`src/hdl/torch_height_voltage_regulator_unit_defines.svh`:
```
// Assertion macros shared by the torch height regulator RTL.
// No dependencies; the macros expect aclk and aresetn in the using module.
`ifndef TORCH_HEIGHT_VOLTAGE_REGULATOR_UNIT_DEFINES_SVH
`define TORCH_HEIGHT_VOLTAGE_REGULATOR_UNIT_DEFINES_SVH
`ifndef SYNTH
// Same-cycle implication, checked out of reset.
`define THVR_ASSERT_IMP(name, ante, cons) \
    name: assert property (@(posedge aclk) disable iff (!aresetn) (ante) |-> (cons)) \
        else $error("thvr: same-cycle check failed");
// Next-cycle implication, checked out of reset.
`define THVR_ASSERT_NEXT(name, ante, cons) \
    name: assert property (@(posedge aclk) disable iff (!aresetn) (ante) |=> (cons)) \
        else $error("thvr: next-cycle check failed");
`else
`define THVR_ASSERT_IMP(name, ante, cons)
`define THVR_ASSERT_NEXT(name, ante, cons)
`endif
`endif

```
`src/hdl/thvr_pkg.sv`:
```
// Shared types and constants of the torch height voltage regulator.
// No dependencies; imported by every module of the block.
package thvr_pkg;

    // Default sizes, handed to the top-level parameters.
    localparam int VOLT_SAMPLES_DFLT = 100;
    localparam int CURR_SAMPLES_DFLT = 50;
    localparam int ADC_BITS_DFLT     = 10;

    // Port widths.
    localparam int SAMPLE_W  = 10;
    localparam int VOLT_W    = 10;
    localparam int THR_W     = 7;
    localparam int LEVEL_W   = 9;
    localparam int AMPS_W    = 8;
    localparam int APB_DW    = 32;
    localparam int PADDR_W   = 5;
    localparam int REG_IDX_W = PADDR_W - 2;

    // Voltage scaling and regulation window.
    localparam int VSCALE   = 300;
    localparam int VSCALE_W = 9;
    localparam int VLOW     = 50;
    localparam int VHIGH    = 300;
    localparam int DEADBAND = 1;
    localparam int AMPS_MAX = 255;

    // Current conversion: five times the gain, and the offset, both in Q24.
    localparam int Q_FRAC = 24;
    localparam int GAIN_W = 33;
    localparam logic [GAIN_W-1:0] GAIN5_Q24  = 33'd4839387955;
    localparam logic [29:0]       OFFSET_Q24 = 30'd825942344;

    // Register indexes.
    localparam logic [REG_IDX_W-1:0] REG_SET_VOLTAGE       = 3'd0;
    localparam logic [REG_IDX_W-1:0] REG_WIN_HIGH          = 3'd1;
    localparam logic [REG_IDX_W-1:0] REG_WIN_LOW           = 3'd2;
    localparam logic [REG_IDX_W-1:0] REG_ARC_BY_CURRENT    = 3'd3;
    localparam logic [REG_IDX_W-1:0] REG_CURRENT_THRESHOLD = 3'd4;

    typedef struct packed {
        logic [VOLT_W-1:0] set_voltage;
        logic [VOLT_W-1:0] win_high;
        logic [VOLT_W-1:0] win_low;
        logic              arc_by_current;
        logic [THR_W-1:0]  current_threshold;
    } thvr_cfg_t;

    localparam thvr_cfg_t CFG_RESET = '{
        set_voltage:       10'd0,
        win_high:          10'd300,
        win_low:           10'd80,
        arc_by_current:    1'b0,
        current_threshold: 7'd0
    };

    // Flags carried from the accumulator stage to the evaluation stage.
    typedef struct packed {
        logic v_done;
        logic c_done;
        logic c_pos;
        logic inhibit;
    } thvr_stage_t;

endpackage

```
`src/hdl/torch_height_voltage_regulator_unit.sv`:
```
// Pipeline: two register stages; an accepted sample beat passes the stage register
// and then the result register. Throughput: one sample per cycle; s_ready
// drops only when both stages hold a beat and m_ready is low, so the sustained
// rate is set by the consumer. Each stage holds constant multiplies side by side
// (reciprocal divides, gain and scaling), an adder or subtractor and compares.
// Reset: synchronous, active low; all but the stage data and move flags resets.
module torch_height_voltage_regulator_unit #(
    parameter int VOLT_SAMPLES = thvr_pkg::VOLT_SAMPLES_DFLT,
    parameter int CURR_SAMPLES = thvr_pkg::CURR_SAMPLES_DFLT,
    parameter int ADC_BITS     = thvr_pkg::ADC_BITS_DFLT
) (
    input  logic                           aclk,
    input  logic                           aresetn,
    // Sample channel.
    input  logic                           s_valid,
    output logic                           s_ready,
    input  logic [thvr_pkg::SAMPLE_W-1:0]  s_sample,
    input  logic                           s_mode,
    input  logic                           s_inhibit,
    // Result channel.
    output logic                           m_valid,
    input  logic                           m_ready,
    output logic [thvr_pkg::LEVEL_W-1:0]   m_tip_voltage,
    output logic [thvr_pkg::AMPS_W-1:0]    m_current_amps,
    output logic                           m_arc_ok,
    output logic                           m_move_up,
    output logic                           m_move_down,
    output logic                           m_voltage_updated,
    // Configuration port.
    input  logic                           psel,
    input  logic                           penable,
    input  logic                           pwrite,
    input  logic [thvr_pkg::PADDR_W-1:0]   paddr,
    input  logic [thvr_pkg::APB_DW-1:0]    pwdata,
    output logic [thvr_pkg::APB_DW-1:0]    prdata,
    output logic                           pready
);
    import thvr_pkg::*;

    localparam int CY_W = $clog2(CURR_SAMPLES) + GAIN_W - Q_FRAC;

    thvr_cfg_t           cfg;
    logic                take;
    logic                st_valid;
    thvr_stage_t         st_flags;
    logic [ADC_BITS-1:0] st_avg;
    logic [CY_W-1:0]     st_cy;

    // Configuration registers. Writes are only expected while the block is idle,
    // so both stages read them directly without any shadowing.
    thvr_regs u_regs (
        .aclk    (aclk),
        .aresetn (aresetn),
        .psel    (psel),
        .penable (penable),
        .pwrite  (pwrite),
        .paddr   (paddr),
        .pwdata  (pwdata),
        .prdata  (prdata),
        .pready  (pready),
        .cfg     (cfg)
    );

    // First stage: the accepted beat is added into the voltage or current sum.
    // On every accepted beat the voltage sum is divided by the sample count through
    // a reciprocal multiply, and the current sum is scaled by the fixed-point gain
    // with the offset removed; the next stage uses them when an average completes.
    thvr_accum #(
        .VOLT_SAMPLES (VOLT_SAMPLES),
        .CURR_SAMPLES (CURR_SAMPLES),
        .ADC_BITS     (ADC_BITS)
    ) u_accum (
        .aclk      (aclk),
        .aresetn   (aresetn),
        .s_valid   (s_valid),
        .s_ready   (s_ready),
        .s_sample  (s_sample),
        .s_mode    (s_mode),
        .s_inhibit (s_inhibit),
        .cfg       (cfg),
        .take      (take),
        .st_valid  (st_valid),
        .st_flags  (st_flags),
        .st_avg    (st_avg),
        .st_cy     (st_cy)
    );

    // Second stage: the average is scaled to volts and the current to amps,
    // the arc flag is updated and gated by inhibit, and the deadband around
    // the set voltage picks the move direction. The result register also holds
    // the voltage level, current level and arc flag between beats.
    thvr_eval #(
        .CURR_SAMPLES (CURR_SAMPLES),
        .ADC_BITS     (ADC_BITS)
    ) u_eval (
        .aclk              (aclk),
        .aresetn           (aresetn),
        .cfg               (cfg),
        .st_valid          (st_valid),
        .st_flags          (st_flags),
        .st_avg            (st_avg),
        .st_cy             (st_cy),
        .take              (take),
        .m_valid           (m_valid),
        .m_ready           (m_ready),
        .m_tip_voltage     (m_tip_voltage),
        .m_current_amps    (m_current_amps),
        .m_arc_ok          (m_arc_ok),
        .m_move_up         (m_move_up),
        .m_move_down       (m_move_down),
        .m_voltage_updated (m_voltage_updated)
    );

endmodule

```
`src/hdl/thvr_regs.sv`:
```
// APB-style configuration registers of the torch height regulator.
// Depends on thvr_pkg for the register map and the configuration struct.
module thvr_regs (
    input  logic                           aclk,
    input  logic                           aresetn,
    input  logic                           psel,
    input  logic                           penable,
    input  logic                           pwrite,
    input  logic [thvr_pkg::PADDR_W-1:0]   paddr,
    input  logic [thvr_pkg::APB_DW-1:0]    pwdata,
    output logic [thvr_pkg::APB_DW-1:0]    prdata,
    output logic                           pready,
    output thvr_pkg::thvr_cfg_t            cfg
);
    import thvr_pkg::*;

    thvr_cfg_t              cfg_reg;
    thvr_cfg_t              cfg_next;
    logic                   wr_en;
    logic [REG_IDX_W-1:0]   idx;

    assign pready = 1'b1;
    assign wr_en  = psel & penable & pwrite;
    assign idx    = paddr[PADDR_W-1:2];
    assign cfg    = cfg_reg;

    always_comb begin
        cfg_next = cfg_reg;
        if (wr_en) begin
            unique case (idx)
                REG_SET_VOLTAGE:       cfg_next.set_voltage       = pwdata[VOLT_W-1:0];
                REG_WIN_HIGH:          cfg_next.win_high          = pwdata[VOLT_W-1:0];
                REG_WIN_LOW:           cfg_next.win_low           = pwdata[VOLT_W-1:0];
                REG_ARC_BY_CURRENT:    cfg_next.arc_by_current    = pwdata[0];
                REG_CURRENT_THRESHOLD: cfg_next.current_threshold = pwdata[THR_W-1:0];
                default:               cfg_next = cfg_reg;
            endcase
        end
    end

    always_comb begin
        unique case (idx)
            REG_SET_VOLTAGE:       prdata = APB_DW'(cfg_reg.set_voltage);
            REG_WIN_HIGH:          prdata = APB_DW'(cfg_reg.win_high);
            REG_WIN_LOW:           prdata = APB_DW'(cfg_reg.win_low);
            REG_ARC_BY_CURRENT:    prdata = APB_DW'(cfg_reg.arc_by_current);
            REG_CURRENT_THRESHOLD: prdata = APB_DW'(cfg_reg.current_threshold);
            default:               prdata = '0;
        endcase
    end

    always_ff @(posedge aclk) begin
        if (!aresetn) begin
            cfg_reg <= CFG_RESET;
        end else begin
            cfg_reg <= cfg_next;
        end
    end

endmodule

```
`src/hdl/thvr_accum.sv`:
```
// Sample accumulators and first pipeline stage of the torch height regulator.
// Depends on thvr_pkg and the assertion macro header.
`include "torch_height_voltage_regulator_unit_defines.svh"
module thvr_accum #(
    parameter int VOLT_SAMPLES = thvr_pkg::VOLT_SAMPLES_DFLT,
    parameter int CURR_SAMPLES = thvr_pkg::CURR_SAMPLES_DFLT,
    parameter int ADC_BITS     = thvr_pkg::ADC_BITS_DFLT
) (
    input  logic                                   aclk,
    input  logic                                   aresetn,
    input  logic                                   s_valid,
    output logic                                   s_ready,
    input  logic [thvr_pkg::SAMPLE_W-1:0]          s_sample,
    input  logic                                   s_mode,
    input  logic                                   s_inhibit,
    input  thvr_pkg::thvr_cfg_t                    cfg,
    input  logic                                   take,
    output logic                                   st_valid,
    output thvr_pkg::thvr_stage_t                  st_flags,
    output logic [ADC_BITS-1:0]                    st_avg,
    output logic [$clog2(CURR_SAMPLES)+thvr_pkg::GAIN_W-thvr_pkg::Q_FRAC-1:0] st_cy
);
    import thvr_pkg::*;

    localparam int VCLOG  = $clog2(VOLT_SAMPLES);
    localparam int CCLOG  = $clog2(CURR_SAMPLES);
    localparam int VSUM_W = ADC_BITS + VCLOG;
    localparam int CSUM_W = ADC_BITS + CCLOG;
    localparam int VCNT_W = $clog2(VOLT_SAMPLES + 1);
    localparam int CCNT_W = $clog2(CURR_SAMPLES + 1);
    localparam int SX_W   = (ADC_BITS > SAMPLE_W) ? ADC_BITS : SAMPLE_W;
    // Reciprocal of the voltage sample count, exact for every reachable sum.
    localparam int     VK     = VSUM_W + VCLOG;
    localparam longint VRECIP = ((longint'(1) << VK) + VOLT_SAMPLES - 1) / VOLT_SAMPLES;
    localparam int     VP_W   = VSUM_W + VK + 1;
    // Current path: sum times five gains, minus offset times the full divisor.
    localparam int CP_W = CSUM_W + GAIN_W;
    localparam int CY_W = CCLOG + GAIN_W - Q_FRAC;
    localparam logic [CP_W-1:0] OFS_D =
        CP_W'((longint'(OFFSET_Q24) * CURR_SAMPLES) << ADC_BITS);

    logic [VSUM_W-1:0] vsum_reg, vsum_next;
    logic [VCNT_W-1:0] vcnt_reg, vcnt_next;
    logic [CSUM_W-1:0] csum_reg, csum_next;
    logic [CCNT_W-1:0] ccnt_reg, ccnt_next;
    logic              st_valid_reg, st_valid_next;
    thvr_stage_t       st_reg, st_next;
    logic [ADC_BITS-1:0] avg_reg, avg_next;
    logic [CY_W-1:0]   cy_reg, cy_next;

    logic                s_accept;
    logic [SX_W-1:0]     s_ext;
    logic [ADC_BITS-1:0] s_adc;
    logic [VSUM_W-1:0]   vtot;
    logic [CSUM_W-1:0]   ctot;
    logic                v_last;
    logic                c_last;
    logic [VP_W-1:0]     vprod;
    logic [CP_W-1:0]     cprod;
    logic [CP_W-1:0]     cdiff;

    assign s_ready  = !st_valid_reg || take;
    assign s_accept = s_valid && s_ready;
    assign s_ext    = SX_W'(s_sample);
    assign s_adc    = s_ext[ADC_BITS-1:0];
    assign vtot     = vsum_reg + VSUM_W'(s_adc);
    assign ctot     = csum_reg + CSUM_W'(s_adc);
    assign v_last   = (vcnt_reg == VCNT_W'(VOLT_SAMPLES - 1));
    assign c_last   = (ccnt_reg == CCNT_W'(CURR_SAMPLES - 1));
    assign vprod    = VP_W'(vtot) * VP_W'(VRECIP);
    assign cprod    = CP_W'(ctot) * CP_W'(GAIN5_Q24);
    assign cdiff    = cprod - OFS_D;

    always_comb begin
        vsum_next     = vsum_reg;
        vcnt_next     = vcnt_reg;
        csum_next     = csum_reg;
        ccnt_next     = ccnt_reg;
        st_next       = st_reg;
        avg_next      = avg_reg;
        cy_next       = cy_reg;
        st_valid_next = st_valid_reg;
        if (take) begin
            st_valid_next = 1'b0;
        end
        if (s_accept) begin
            st_valid_next   = 1'b1;
            st_next.v_done  = 1'b0;
            st_next.c_done  = 1'b0;
            st_next.c_pos   = cprod >= OFS_D;
            st_next.inhibit = s_inhibit;
            avg_next        = vprod[VK +: ADC_BITS];
            cy_next         = cdiff[ADC_BITS + Q_FRAC +: CY_W];
            if (!s_mode) begin
                st_next.v_done = v_last;
                vsum_next      = v_last ? '0 : vtot;
                vcnt_next      = v_last ? '0 : vcnt_reg + 1'b1;
            end else if (cfg.arc_by_current) begin
                st_next.c_done = c_last;
                csum_next      = c_last ? '0 : ctot;
                ccnt_next      = c_last ? '0 : ccnt_reg + 1'b1;
            end
            // In voltage-window mode the current accumulator stays empty.
            if (!cfg.arc_by_current) begin
                csum_next = '0;
                ccnt_next = '0;
            end
        end
    end

    always_ff @(posedge aclk) begin
        if (!aresetn) begin
            vsum_reg     <= '0;
            vcnt_reg     <= '0;
            csum_reg     <= '0;
            ccnt_reg     <= '0;
            st_valid_reg <= 1'b0;
        end else begin
            vsum_reg     <= vsum_next;
            vcnt_reg     <= vcnt_next;
            csum_reg     <= csum_next;
            ccnt_reg     <= ccnt_next;
            st_valid_reg <= st_valid_next;
        end
    end

    always_ff @(posedge aclk) begin
        st_reg  <= st_next;
        avg_reg <= avg_next;
        cy_reg  <= cy_next;
    end

    assign st_valid = st_valid_reg;
    assign st_flags = st_reg;
    assign st_avg   = avg_reg;
    assign st_cy    = cy_reg;

    `THVR_ASSERT_NEXT(a_cur_cleared, s_accept && !cfg.arc_by_current, csum_reg == '0 && ccnt_reg == '0)
    `THVR_ASSERT_NEXT(a_done_excl, s_accept, !(st_reg.v_done && st_reg.c_done))
    `THVR_ASSERT_NEXT(a_vcnt_wrap, s_accept && !s_mode && v_last, vcnt_reg == '0 && st_reg.v_done)
    `THVR_ASSERT_NEXT(a_stage_hold, st_valid_reg && !take, st_valid_reg)

endmodule

```
`src/hdl/thvr_eval.sv`:
```
// Level conversion, arc flag and move decision stage with the result register.
// Depends on thvr_pkg and the assertion macro header.
`include "torch_height_voltage_regulator_unit_defines.svh"
module thvr_eval #(
    parameter int CURR_SAMPLES = thvr_pkg::CURR_SAMPLES_DFLT,
    parameter int ADC_BITS     = thvr_pkg::ADC_BITS_DFLT
) (
    input  logic                                   aclk,
    input  logic                                   aresetn,
    input  thvr_pkg::thvr_cfg_t                    cfg,
    input  logic                                   st_valid,
    input  thvr_pkg::thvr_stage_t                  st_flags,
    input  logic [ADC_BITS-1:0]                    st_avg,
    input  logic [$clog2(CURR_SAMPLES)+thvr_pkg::GAIN_W-thvr_pkg::Q_FRAC-1:0] st_cy,
    output logic                                   take,
    output logic                                   m_valid,
    input  logic                                   m_ready,
    output logic [thvr_pkg::LEVEL_W-1:0]           m_tip_voltage,
    output logic [thvr_pkg::AMPS_W-1:0]            m_current_amps,
    output logic                                   m_arc_ok,
    output logic                                   m_move_up,
    output logic                                   m_move_down,
    output logic                                   m_voltage_updated
);
    import thvr_pkg::*;

    localparam int     CCLOG  = $clog2(CURR_SAMPLES);
    localparam int     CY_W   = CCLOG + GAIN_W - Q_FRAC;
    localparam int     CK     = CY_W + CCLOG;
    localparam longint CRECIP = ((longint'(1) << CK) + CURR_SAMPLES - 1) / CURR_SAMPLES;
    localparam int     CQ_W   = CY_W + CK + 1;
    localparam int     VP_W   = ADC_BITS + VSCALE_W;
    localparam int     CMP_W  = VOLT_W + 1;

    // The tip, amps and arc registers double as the regulator state.
    logic               m_valid_reg, m_valid_next;
    logic [LEVEL_W-1:0] tip_reg, tip_next;
    logic [AMPS_W-1:0]  amps_reg, amps_next;
    logic               ok_reg, ok_next;
    logic               up_reg, up_next;
    logic               down_reg, down_next;
    logic               upd_reg;

    logic [VP_W-1:0]    vprod;
    logic [LEVEL_W-1:0] lvl_new;
    logic               win_ok;
    logic [CQ_W-1:0]    cprod;
    logic [CY_W-1:0]    amps_q;
    logic [AMPS_W-1:0]  amps_new;
    logic               in_band;
    logic [CMP_W-1:0]   lvl_x;
    logic [CMP_W-1:0]   set_x;

    assign take    = st_valid && (!m_valid_reg || m_ready);
    assign vprod   = VP_W'(st_avg) * VP_W'(VSCALE);
    assign lvl_new = vprod[ADC_BITS +: LEVEL_W];
    assign win_ok  = (VOLT_W'(lvl_new) >= cfg.win_low) &&
                     (VOLT_W'(lvl_new) <= cfg.win_high);
    assign cprod   = CQ_W'(st_cy) * CQ_W'(CRECIP);
    assign amps_q  = cprod[CK +: CY_W];

    always_comb begin
        amps_new = '0;
        if (st_flags.c_pos) begin
            amps_new = (amps_q > CY_W'(AMPS_MAX)) ? AMPS_W'(AMPS_MAX) : amps_q[AMPS_W-1:0];
        end
    end

    always_comb begin
        tip_next  = tip_reg;
        amps_next = amps_reg;
        ok_next   = ok_reg;
        if (st_flags.v_done) begin
            tip_next = lvl_new;
            if (!cfg.arc_by_current) begin
                ok_next = win_ok;
            end
        end
        if (st_flags.c_done) begin
            amps_next = amps_new;
            ok_next   = amps_new >= AMPS_W'(cfg.current_threshold);
        end
        if (st_flags.inhibit) begin
            ok_next = 1'b0;
        end
        in_band   = (tip_next >= LEVEL_W'(VLOW)) && (tip_next <= LEVEL_W'(VHIGH));
        lvl_x     = CMP_W'(tip_next);
        set_x     = CMP_W'(cfg.set_voltage);
        up_next   = ok_next && in_band && (set_x >= lvl_x + CMP_W'(DEADBAND + 1));
        down_next = ok_next && in_band && (lvl_x >= set_x + CMP_W'(DEADBAND + 1));
    end

    always_comb begin
        m_valid_next = m_valid_reg;
        if (take) begin
            m_valid_next = 1'b1;
        end else if (m_ready) begin
            m_valid_next = 1'b0;
        end
    end

    always_ff @(posedge aclk) begin
        if (!aresetn) begin
            m_valid_reg <= 1'b0;
            tip_reg     <= '0;
            amps_reg    <= '0;
            ok_reg      <= 1'b0;
        end else begin
            m_valid_reg <= m_valid_next;
            if (take) begin
                tip_reg  <= tip_next;
                amps_reg <= amps_next;
                ok_reg   <= ok_next;
            end
        end
    end

    always_ff @(posedge aclk) begin
        if (take) begin
            up_reg   <= up_next;
            down_reg <= down_next;
            upd_reg  <= st_flags.v_done;
        end
    end

    assign m_valid           = m_valid_reg;
    assign m_tip_voltage     = tip_reg;
    assign m_current_amps    = amps_reg;
    assign m_arc_ok          = ok_reg;
    assign m_move_up         = up_reg;
    assign m_move_down       = down_reg;
    assign m_voltage_updated = upd_reg;

    `THVR_ASSERT_IMP(e_move_excl, m_valid_reg, !(up_reg && down_reg))
    `THVR_ASSERT_IMP(e_move_needs_arc, m_valid_reg && (up_reg || down_reg), ok_reg)
    `THVR_ASSERT_IMP(e_tip_range, 1'b1, tip_reg < LEVEL_W'(VSCALE))
    `THVR_ASSERT_NEXT(e_take_shows, take, m_valid_reg)

endmodule

```
`config.mk`:
```
export PLATFORM = sky130hd
export DESIGN_NAME = torch_height_voltage_regulator_unit
export DESIGN_NICKNAME = d
export VERILOG_FILES = /design/src/hdl/thvr_pkg.sv /design/src/hdl/torch_height_voltage_regulator_unit.sv /design/src/hdl/thvr_regs.sv /design/src/hdl/thvr_accum.sv /design/src/hdl/thvr_eval.sv
export VERILOG_INCLUDE_DIRS = /design/src /design/src/hdl
export SDC_FILE = /design/constraint.sdc
export NUM_CORES = 1
export LEC_CHECK = 0
export BUFFER_PORTS_ARGS = -buffer_cell sky130_fd_sc_hd__buf_2
export CORE_ASPECT_RATIO = 0.5
export CORE_UTILIZATION = 40
export CTS_BUF_LIST = sky130_fd_sc_hd__clkbuf_8
export DETAILED_ROUTE_END_ITERATION = 12
export PLACE_DENSITY = 0.59
export SYNTH_ARGS = -nofsm -noshare
export SYNTH_HDL_FRONTEND = slang
export SYNTH_HIERARCHICAL = 1
export SYNTH_SLANG_ARGS = --single-unit
export TNS_END_PERCENT = 100
```
`constraint.sdc`:
```
create_clock -name aclk -period 11.8 [get_ports aclk]
set_clock_uncertainty 0.15 [all_clocks]
set_input_delay 0 -clock aclk [delete_from_list [all_inputs] [get_ports aclk]]
set_output_delay 0 -clock aclk [all_outputs]
set_load 0.1 [all_outputs]
```
==> metrics.txt, run 1 <==
final setup fails=0; crit end category=flip-flop; Synth Register Bits=136; I/O Pins=112; DRT iter0 DRCs=791; Die W=359 um; Worst Max-Slew Pin Slew=1.08 ns; full die area=64800 um2; GRT Util Overall=18.6%; r2r setup slk=1.52 ns; H-tree depth=4; most frequent cell after synthesis=inv_1; CP Class=flip-flop to flip-flop; Tmin final=10.28 ns; max FFs per register=38; total CTS buffers=17; Placeable Area=62100 um2; Synth Flop Type=dfxtp_1; DR vias/cell=5.10; dpl cells=3614; final net count=3702; Final Worst Setup Slack=1.52 ns; mean post-synth cell area=9.24 um2; Post-CTS Setup Bufs=0; final WL=58.0 mm; WL/cell=15.8 um; sequential area share after synthesis=11.9%; Skew-Pair Late Insertion Delay=0.51 ns; fin cells=3675; DRC=0; Synth Instances=2758; YS warnings=6; first-pass GRT wire length=98.7 mm; crit path max fanout=9; max capacitance violation total=0; clock sinks=136; layout cells sized above 1=6.00%; Longest Clk Path Bufs=2; largest net degree at the start of global routing=58; part of the cycle the worst path needs=87.2%; Critical Path RT=11.90 ns; Top delay family on crit path=adder cells; Critical Path Most Common Cell=fa_1; worst hold path class=input pin to flip-flop; final setup TNS=0 ns; gr ovfl total=0; DP Worst Slack=1.67 ns; max incr delay on CP=0.63 ns; synth top area cells=ha_1, fa_1, inv_1; Post-synth EDFFs=32; antenna viol nets, final=0; max-slew violations=0; number of global-route vias before repair=19300; Cell Rows=64; synthesized cell area=25500 um2; leading area contributor after synthesis=ha_1; RSZ-0062 raised after global routing=false; Yosys top cell area share=25.8%; Root Driver=clkbuf_8; PortBufs=64; post-cts sizing count=0; GPL Wtd Cong=0.862; Final Hold Vio Count=0; Post-synth top cells=inv_1, ha_1, fa_1, nand2_1, a21oi_1; Worst slew margin=27.7%; Fmax=97.2 MHz; Worst Path Arrival=10.38 ns; HPWL Detailed=49.3 mm; Setup crit start kind=flip-flop; CTS tree=built; Ant. Diodes=0; vias after detailed routing=18700; synthesis-to-layout area growth=7.24%; synth unique cells=104; status=complete, no violations; clock-pin transition on the worst setup and hold timing paths=0.10 ns; final core utilization=44.0%; initial antenna violation count=0; die height=180 um; WP buf/inv=5; initial core utilization=41.1%; drt first pass iters=5; Post-synth ARST share=0%; Slowest-stage cell, CP=fa_1
[cells in the final DEF, fill, tap and decap left out, drive strengths merged, types with 8 or more instances in the layout]
master | Yosys | layout
a211oi | 23 | 23
a21boi | 8 | 8
a21o | 52 | 52
a21oi | 116 | 116
a22oi | 24 | 24
a31oi | 15 | 15
and2 | 15 | 15
and3 | 16 | 16
buf | 41 | 83
clkbuf | 32 | 17
conb | 2 | 23
dfxtp | 104 | 104
dlygate4sd3 | 0 | 29
edfxtp | 32 | 32
fa | 284 | 284
ha | 525 | 525
inv | 586 | 597
mux2i | 47 | 47
nand2 | 147 | 147
nand2b | 19 | 19
nand3 | 48 | 48
nand3b | 11 | 11
nand4 | 22 | 22
nor2 | 101 | 101
nor2b | 41 | 41
nor3 | 29 | 29
nor4 | 13 | 13
o211ai | 19 | 19
o21a | 25 | 25
o21ai | 92 | 92
o21bai | 25 | 25
o311ai | 8 | 8
o31ai | 12 | 12
xnor2 | 75 | 75
xor2 | 43 | 43
[area by class of cell]
class / instances / area (um2)
fill: 5987 / 34700
tap: 825 / 1030
sequential: 136 / 3040
clock inverter: 15 / 174
inverter: 587 / 2200
clock buffer: 17 / 234
multi-input combinational: 1983 / 19900
timing repair buffer: 112 / 756
[logic make-up after synthesis]
group                      after synthesis  synth area share, %
DFF                                    136                 11.9
and+or+nand+nor                        491                 10.0
buffers and inverters                  660                 10.3
xor gates and xnor gates               118                 4.14
AOI/OAI and AO/OA                      491                 13.4
adders and majority gates              809                 48.1
muxes                                   51                 2.07
other                                    2               0.0295
[path summary, 6_finish.rpt]
check | startpoint | endpoint | cells past startpoint
setup / recovery | u_accum/csum_reg[0] | u_accum/st_cy[13] | 37
hold / removal | s_inhibit | u_accum/st_flags[0] | 2
setup reg to reg | u_accum/csum_reg[0] | u_accum/st_cy[13] | 37
hold reg to reg | u_accum/st_valid | u_eval/m_valid | 2
[timing repair]
item | 4_1_cts | 5_1_grt
setup endpoints to repair | 0 | 0
hold buffers | 29 | 0
hold endpoints to repair | 88 | 0
[per-stage QoR]
step	instance area [um2]	hold WS, ns
after global routing	27300	0.0199
after global placement	26600	0.0345
after detailed placement	26600	0.0328
after floorplan	25600	-0.0511
final	27300	0.0620
after CTS	27300	0.0204
[per-layer routing]
layer  part of all wire [%]  up-vias  global-route usage, %
li1                       -     9361                      -
met1                     51     9087                   26.4
met2                     46      254                   30.9
met3                    2.2       41                   1.61
met4                    1.3        0                   3.55
met5                      0        -                      0
Power of run 1 is left out: the tool's default activity adds up to more than one toggle a clock period on the data nets, which glitch-free logic cannot reach.
==> inputs of run 2 (changes only) <==
==> constraint.sdc (replaced) <==
create_clock -name aclk -period 11.8 [get_ports aclk]
set_clock_uncertainty 0.15 [all_clocks]
set_input_delay 2.36 -clock aclk [delete_from_list [all_inputs] [get_ports aclk]]
set_output_delay 2.36 -clock aclk [all_outputs]
set_load 0.1 [all_outputs]
==> metrics.txt, run 2 (synthesis gave the netlist of run 1 again) <==
Skew-Pair Late Insertion Delay=0.49 ns; Register Area=3040 um2; GPL Wtd Cong=0.907; worst hold path class=flip-flop to flip-flop; gr ovfl total=0; WL/cell=15.5 um; HP Start=u_accum/st_valid; total CTS buffers=17; CTS tree=built; initial core utilization=41.1%; clock-pin transition on the worst setup and hold timing paths=0.09 ns; most frequent cells in the layout=inv_1, ha_1, fa_1; Multi-input gate area=19900 um2; Slowest-stage cell, CP=fa_1; Fmax=89.0 MHz; fillers=6057; drt first pass iters=5; commonest non-fill, non-tap cell in the layout=inv_1; post-placement cell area=27000 um2; GRT Util Overall=18.3%; Cell Rows=64; HPWL Detailed=49.5 mm; PortBufs=64; DRT iter0 DRCs=910; Ant. Diodes=0; fin area=27400 um2; hold_buf cts=0; DR vias/cell=5.09; DRC=0; largest net degree at the start of global routing=58; final net count=3725; full die area=64800 um2; Hold Path Sink=u_eval/m_valid; Tmin final=11.24 ns; layout cells sized above 1=7.90%; Longest Clk Path Bufs=2; r2r setup slk=2.24 ns; max capacitance violation total=0; vias after detailed routing=18800; crit end category=flip-flop; first-pass GRT wire length=97.1 mm; clock sinks=136; Final Hold Vio Count=0; Critical Path RT=11.88 ns; final setup fails=0; Worst Max-Slew Pin Slew=0.835 ns; Die W=359 um; I/O Pins=112; max-slew violations=0; number of cells on the worst reg-to-reg path=36; CP Class=input pin to flip-flop; Setup crit start kind=input pin; initial antenna violation count=0; Placeable Area=62100 um2; final WL=57.3 mm; die height=180 um; Worst Path Arrival=11.32 ns; status=complete, no violations; max incr delay on CP=0.58 ns; max FFs per register=38; antenna viol nets, final=0; Root Driver=clkbuf_8; H-tree depth=4; Worst slew margin=44.0%; crit path max fanout=6; Reg-to-Reg End=u_accum/st_cy[13]; RR Startpoint=u_accum/csum_reg[1]; part of the cycle the worst path needs=95.3%; number of global-route vias before repair=19100; hold depth=2; synthesis-to-layout area growth=7.72%
-- run 2: layer usage --
metal | track usage, % | part of all wire [%] | vias up
li1 | - | - | 9408
met1 | 25.6 | 50 | 9060
met2 | 30.4 | 46 | 295
met3 | 2.05 | 3.2 | 54
met4 | 3.86 | 1.6 | 0
met5 | 0 | 0 | -
-- run 2: how the worst max path moves through the flow --
stage,start,endpoint,slack [ns]
6_report,s_sample[1],u_accum/st_cy[13],0.56
5_1_grt,s_sample[0],u_accum/st_cy[13],-0.02
3_3_place_gp,s_sample[0],u_accum/st_cy[13],-0.01
4_1_cts,s_sample[0],u_accum/st_cy[13],0.39
2_1_floorplan,s_sample[0],u_accum/st_cy[13],0.69
3_5_place_dp,s_sample[0],u_accum/st_cy[13],-0.08
-- run 2: critical path, delay by kind of cell --
kind | cells | cell delay, ns
adders and majority gates | 8 | 3.57
buffers and inverters | 6 | 0.62
xor gates and xnor gates | 3 | 0.60
AOI/OAI and AO/OA | 16 | 3.37
and+or+nand+nor | 4 | 0.81
-- run 2: through the flow --
stage | utilization, % | hold slack, ns | std cells | setup WS, ns | TNS (ns)
2_1_floorplan | - | 0.274 | 2779 | 0.687 | 0
3_3_place_gp | 43.5 | 0.305 | 3663 | -0.0132 | -0.0132
3_5_place_dp | 43.5 | 0.311 | 3663 | -0.0787 | -0.334
4_1_cts | 44.2 | 0.315 | 3695 | 0.391 | 0
5_1_grt | 44.2 | 0.336 | 3698 | -0.0190 | -0.0550
6_report | 44.2 | 0.312 | 3698 | 0.560 | 0
-- run 2: final cells by class --
class / count / share of cell area [%]
tap: 825 / 3.76
inverter: 587 / 8.03
clock buffer: 17 / 0.852
sequential: 136 / 11.1
clock inverter: 15 / 0.615
timing repair buffer: 135 / 3.12
multi-input combinational: 1983 / 72.5
-- run 2: timing repair --
item | 4_1_cts | 5_1_grt
resized for setup | 0 | 4
hold endpoints to repair | 0 | 0
buffers inserted | 0 | 3
setup endpoints to repair | 0 | 13
Power of run 2 is left out for the same reason.
==> inputs of run 3 (changes only) <==
--- a/config.mk
+++ b/config.mk
@@ -12,6 +12,7 @@
 export CTS_BUF_LIST = sky130_fd_sc_hd__clkbuf_8
 export DETAILED_ROUTE_END_ITERATION = 12
 export PLACE_DENSITY = 0.59
+export SLEW_MARGIN = 10
 export SYNTH_ARGS = -nofsm -noshare
 export SYNTH_HDL_FRONTEND = slang
 export SYNTH_HIERARCHICAL = 1
==> constraint.sdc (replaced) <==
create_clock -name aclk -period 11.8 [get_ports aclk]
set_clock_uncertainty 0.15 [all_clocks]
set_input_delay 1.77 -clock aclk [delete_from_list [all_inputs] [get_ports aclk]]
set_output_delay 1.77 -clock aclk [all_outputs]
set_load 0.1 [all_outputs]
==> metrics.txt, run 3 (synthesis gave the netlist of run 1 again) <==
Slowest-stage cell, CP=nor4_1; crit path max fanout=10; WL/cell=15.6 um; final setup TNS=0 ns; gr ovfl total=0; clock-pin transition on the worst setup and hold timing paths=0.09 ns; RR Startpoint=u_accum/csum_reg[0]; max FFs per register=38; initial core utilization=41.1%; first-pass GRT wire length=96.5 mm; Critical Path RT=11.86 ns; commonest non-fill, non-tap cell in the layout=inv_1; DRC=0; die height=180 um; Final Hold Vio Count=0; Fmax=90.0 MHz; final net count=3679; Crit. Startpoint=s_sample[0]; Placeable Area=62100 um2; max incr delay on CP=0.56 ns; Longest Clk Path Bufs=2; CP Class=input pin to flip-flop; CTS tree=built; worst hold path class=flip-flop to flip-flop; hold depth=2; GRT Util Overall=18.1%; Setup crit start kind=input pin; Skew-Pair Late Insertion Delay=0.48 ns; I/O Pins=112; WP buf/inv=7; GPL Wtd Cong=0.891; part of the cycle the worst path needs=94.2%; most frequent cells in the layout=inv_1, ha_1, fa_1; Die W=359 um; number of cells on the worst reg-to-reg path=38; Top delay family on crit path=adder cells; fillers=6091; H-tree depth=4; Root Driver=clkbuf_8; Cell Rows=64; RSZ-0062 raised after global routing=false; HP Start=u_regs/cfg[4]; max-slew violations=0; Worst Max-Slew Pin Slew=1.06 ns; clock sinks=136; number of global-route vias before repair=19000; DRT iter0 DRCs=963; layout cells sized above 1=6.19%; antenna viol nets, final=0; Ant. Diodes=0; final WL=57.1 mm; initial antenna violation count=0; DR vias/cell=5.12; WP depth=39; Worst slew margin=29.1%; Multi-input gate area=19900 um2; Register Area=3040 um2; Critical Path Most Common Cell=ha_1; vias after detailed routing=18700; largest net degree at the start of global routing=58; Worst Path Arrival=11.18 ns; synthesis-to-layout area growth=6.25%; max capacitance violation total=0; drt first pass iters=5; full die area=64800 um2; HPWL Detailed=48.9 mm; crit end category=flip-flop; total CTS buffers=17; PortBufs=64; final setup fails=0; Tmin final=11.12 ns; status=complete, no violations
## run 3: changes by cell type in the layout (fill, tap and decap cells not counted), sizes merged
cell      delta
bufinv       +1
buf         -46
clkinv       +3
clkinvlp     +1
inv          -5
## run 3: cell type report
type / instances / area share, %
Clock buffer: 17 / 0.864
Inverter: 587 / 8.14
Timing Repair Buffer: 89 / 1.89
Clock inverter: 15 / 0.568
Tap cell: 825 / 3.81
Sequential cell: 136 / 11.2
Multi-Input combinational cell: 1983 / 73.5
## run 3: tightest hold or removal path, cell delays in order (launching register included)
cell,delay (ns)
dfxtp_1,0.34
nand2_1,0.06
mux2i_1,0.05
## run 3: worst paths after layout
path / endpoint / slack, ns
worst min register to register: u_regs/cfg[4] / 0.33
worst max register to register: u_accum/st_cy[13] / 1.81
worst max-delay path: u_accum/st_cy[13] / 0.68
worst min-delay path: u_regs/cfg[4] / 0.33
## run 3: through the flow
step	cell area, um2	setup WS (ns)	utilization (%)	hold slack (ns)	instances
global route	27100	0.0808	43.6	0.346	3652
CTS	27100	0.674	43.6	0.332	3652
floorplan	25600	1.28	-	0.274	2779
global placement	26700	0.277	43.0	0.306	3620
finish	27100	0.684	43.6	0.334	3652
detailed placement	26700	0.220	43.0	0.318	3620
## run 3: metal layers
layer / part of all wire, % / vias up / GRT usage [%] / wire length, um
li1: - / 9323 / - / -
met1: 51 / 9064 / 25.8 / 28900
met2: 46 / 276 / 30.0 / 26100
met3: 2.5 / 40 / 1.60 / 1450
met4: 1.2 / 0 / 3.43 / 678
met5: 0 / - / 0 / 0
## run 3: repair_timing
action | 4_1_cts | 5_1_grt
hold buffers | 0 | 0
resized for setup | 0 | 1
setup buffers | 0 | 0
setup endpoints to repair | 0 | 3
Power of run 3 is left out for the same reason.
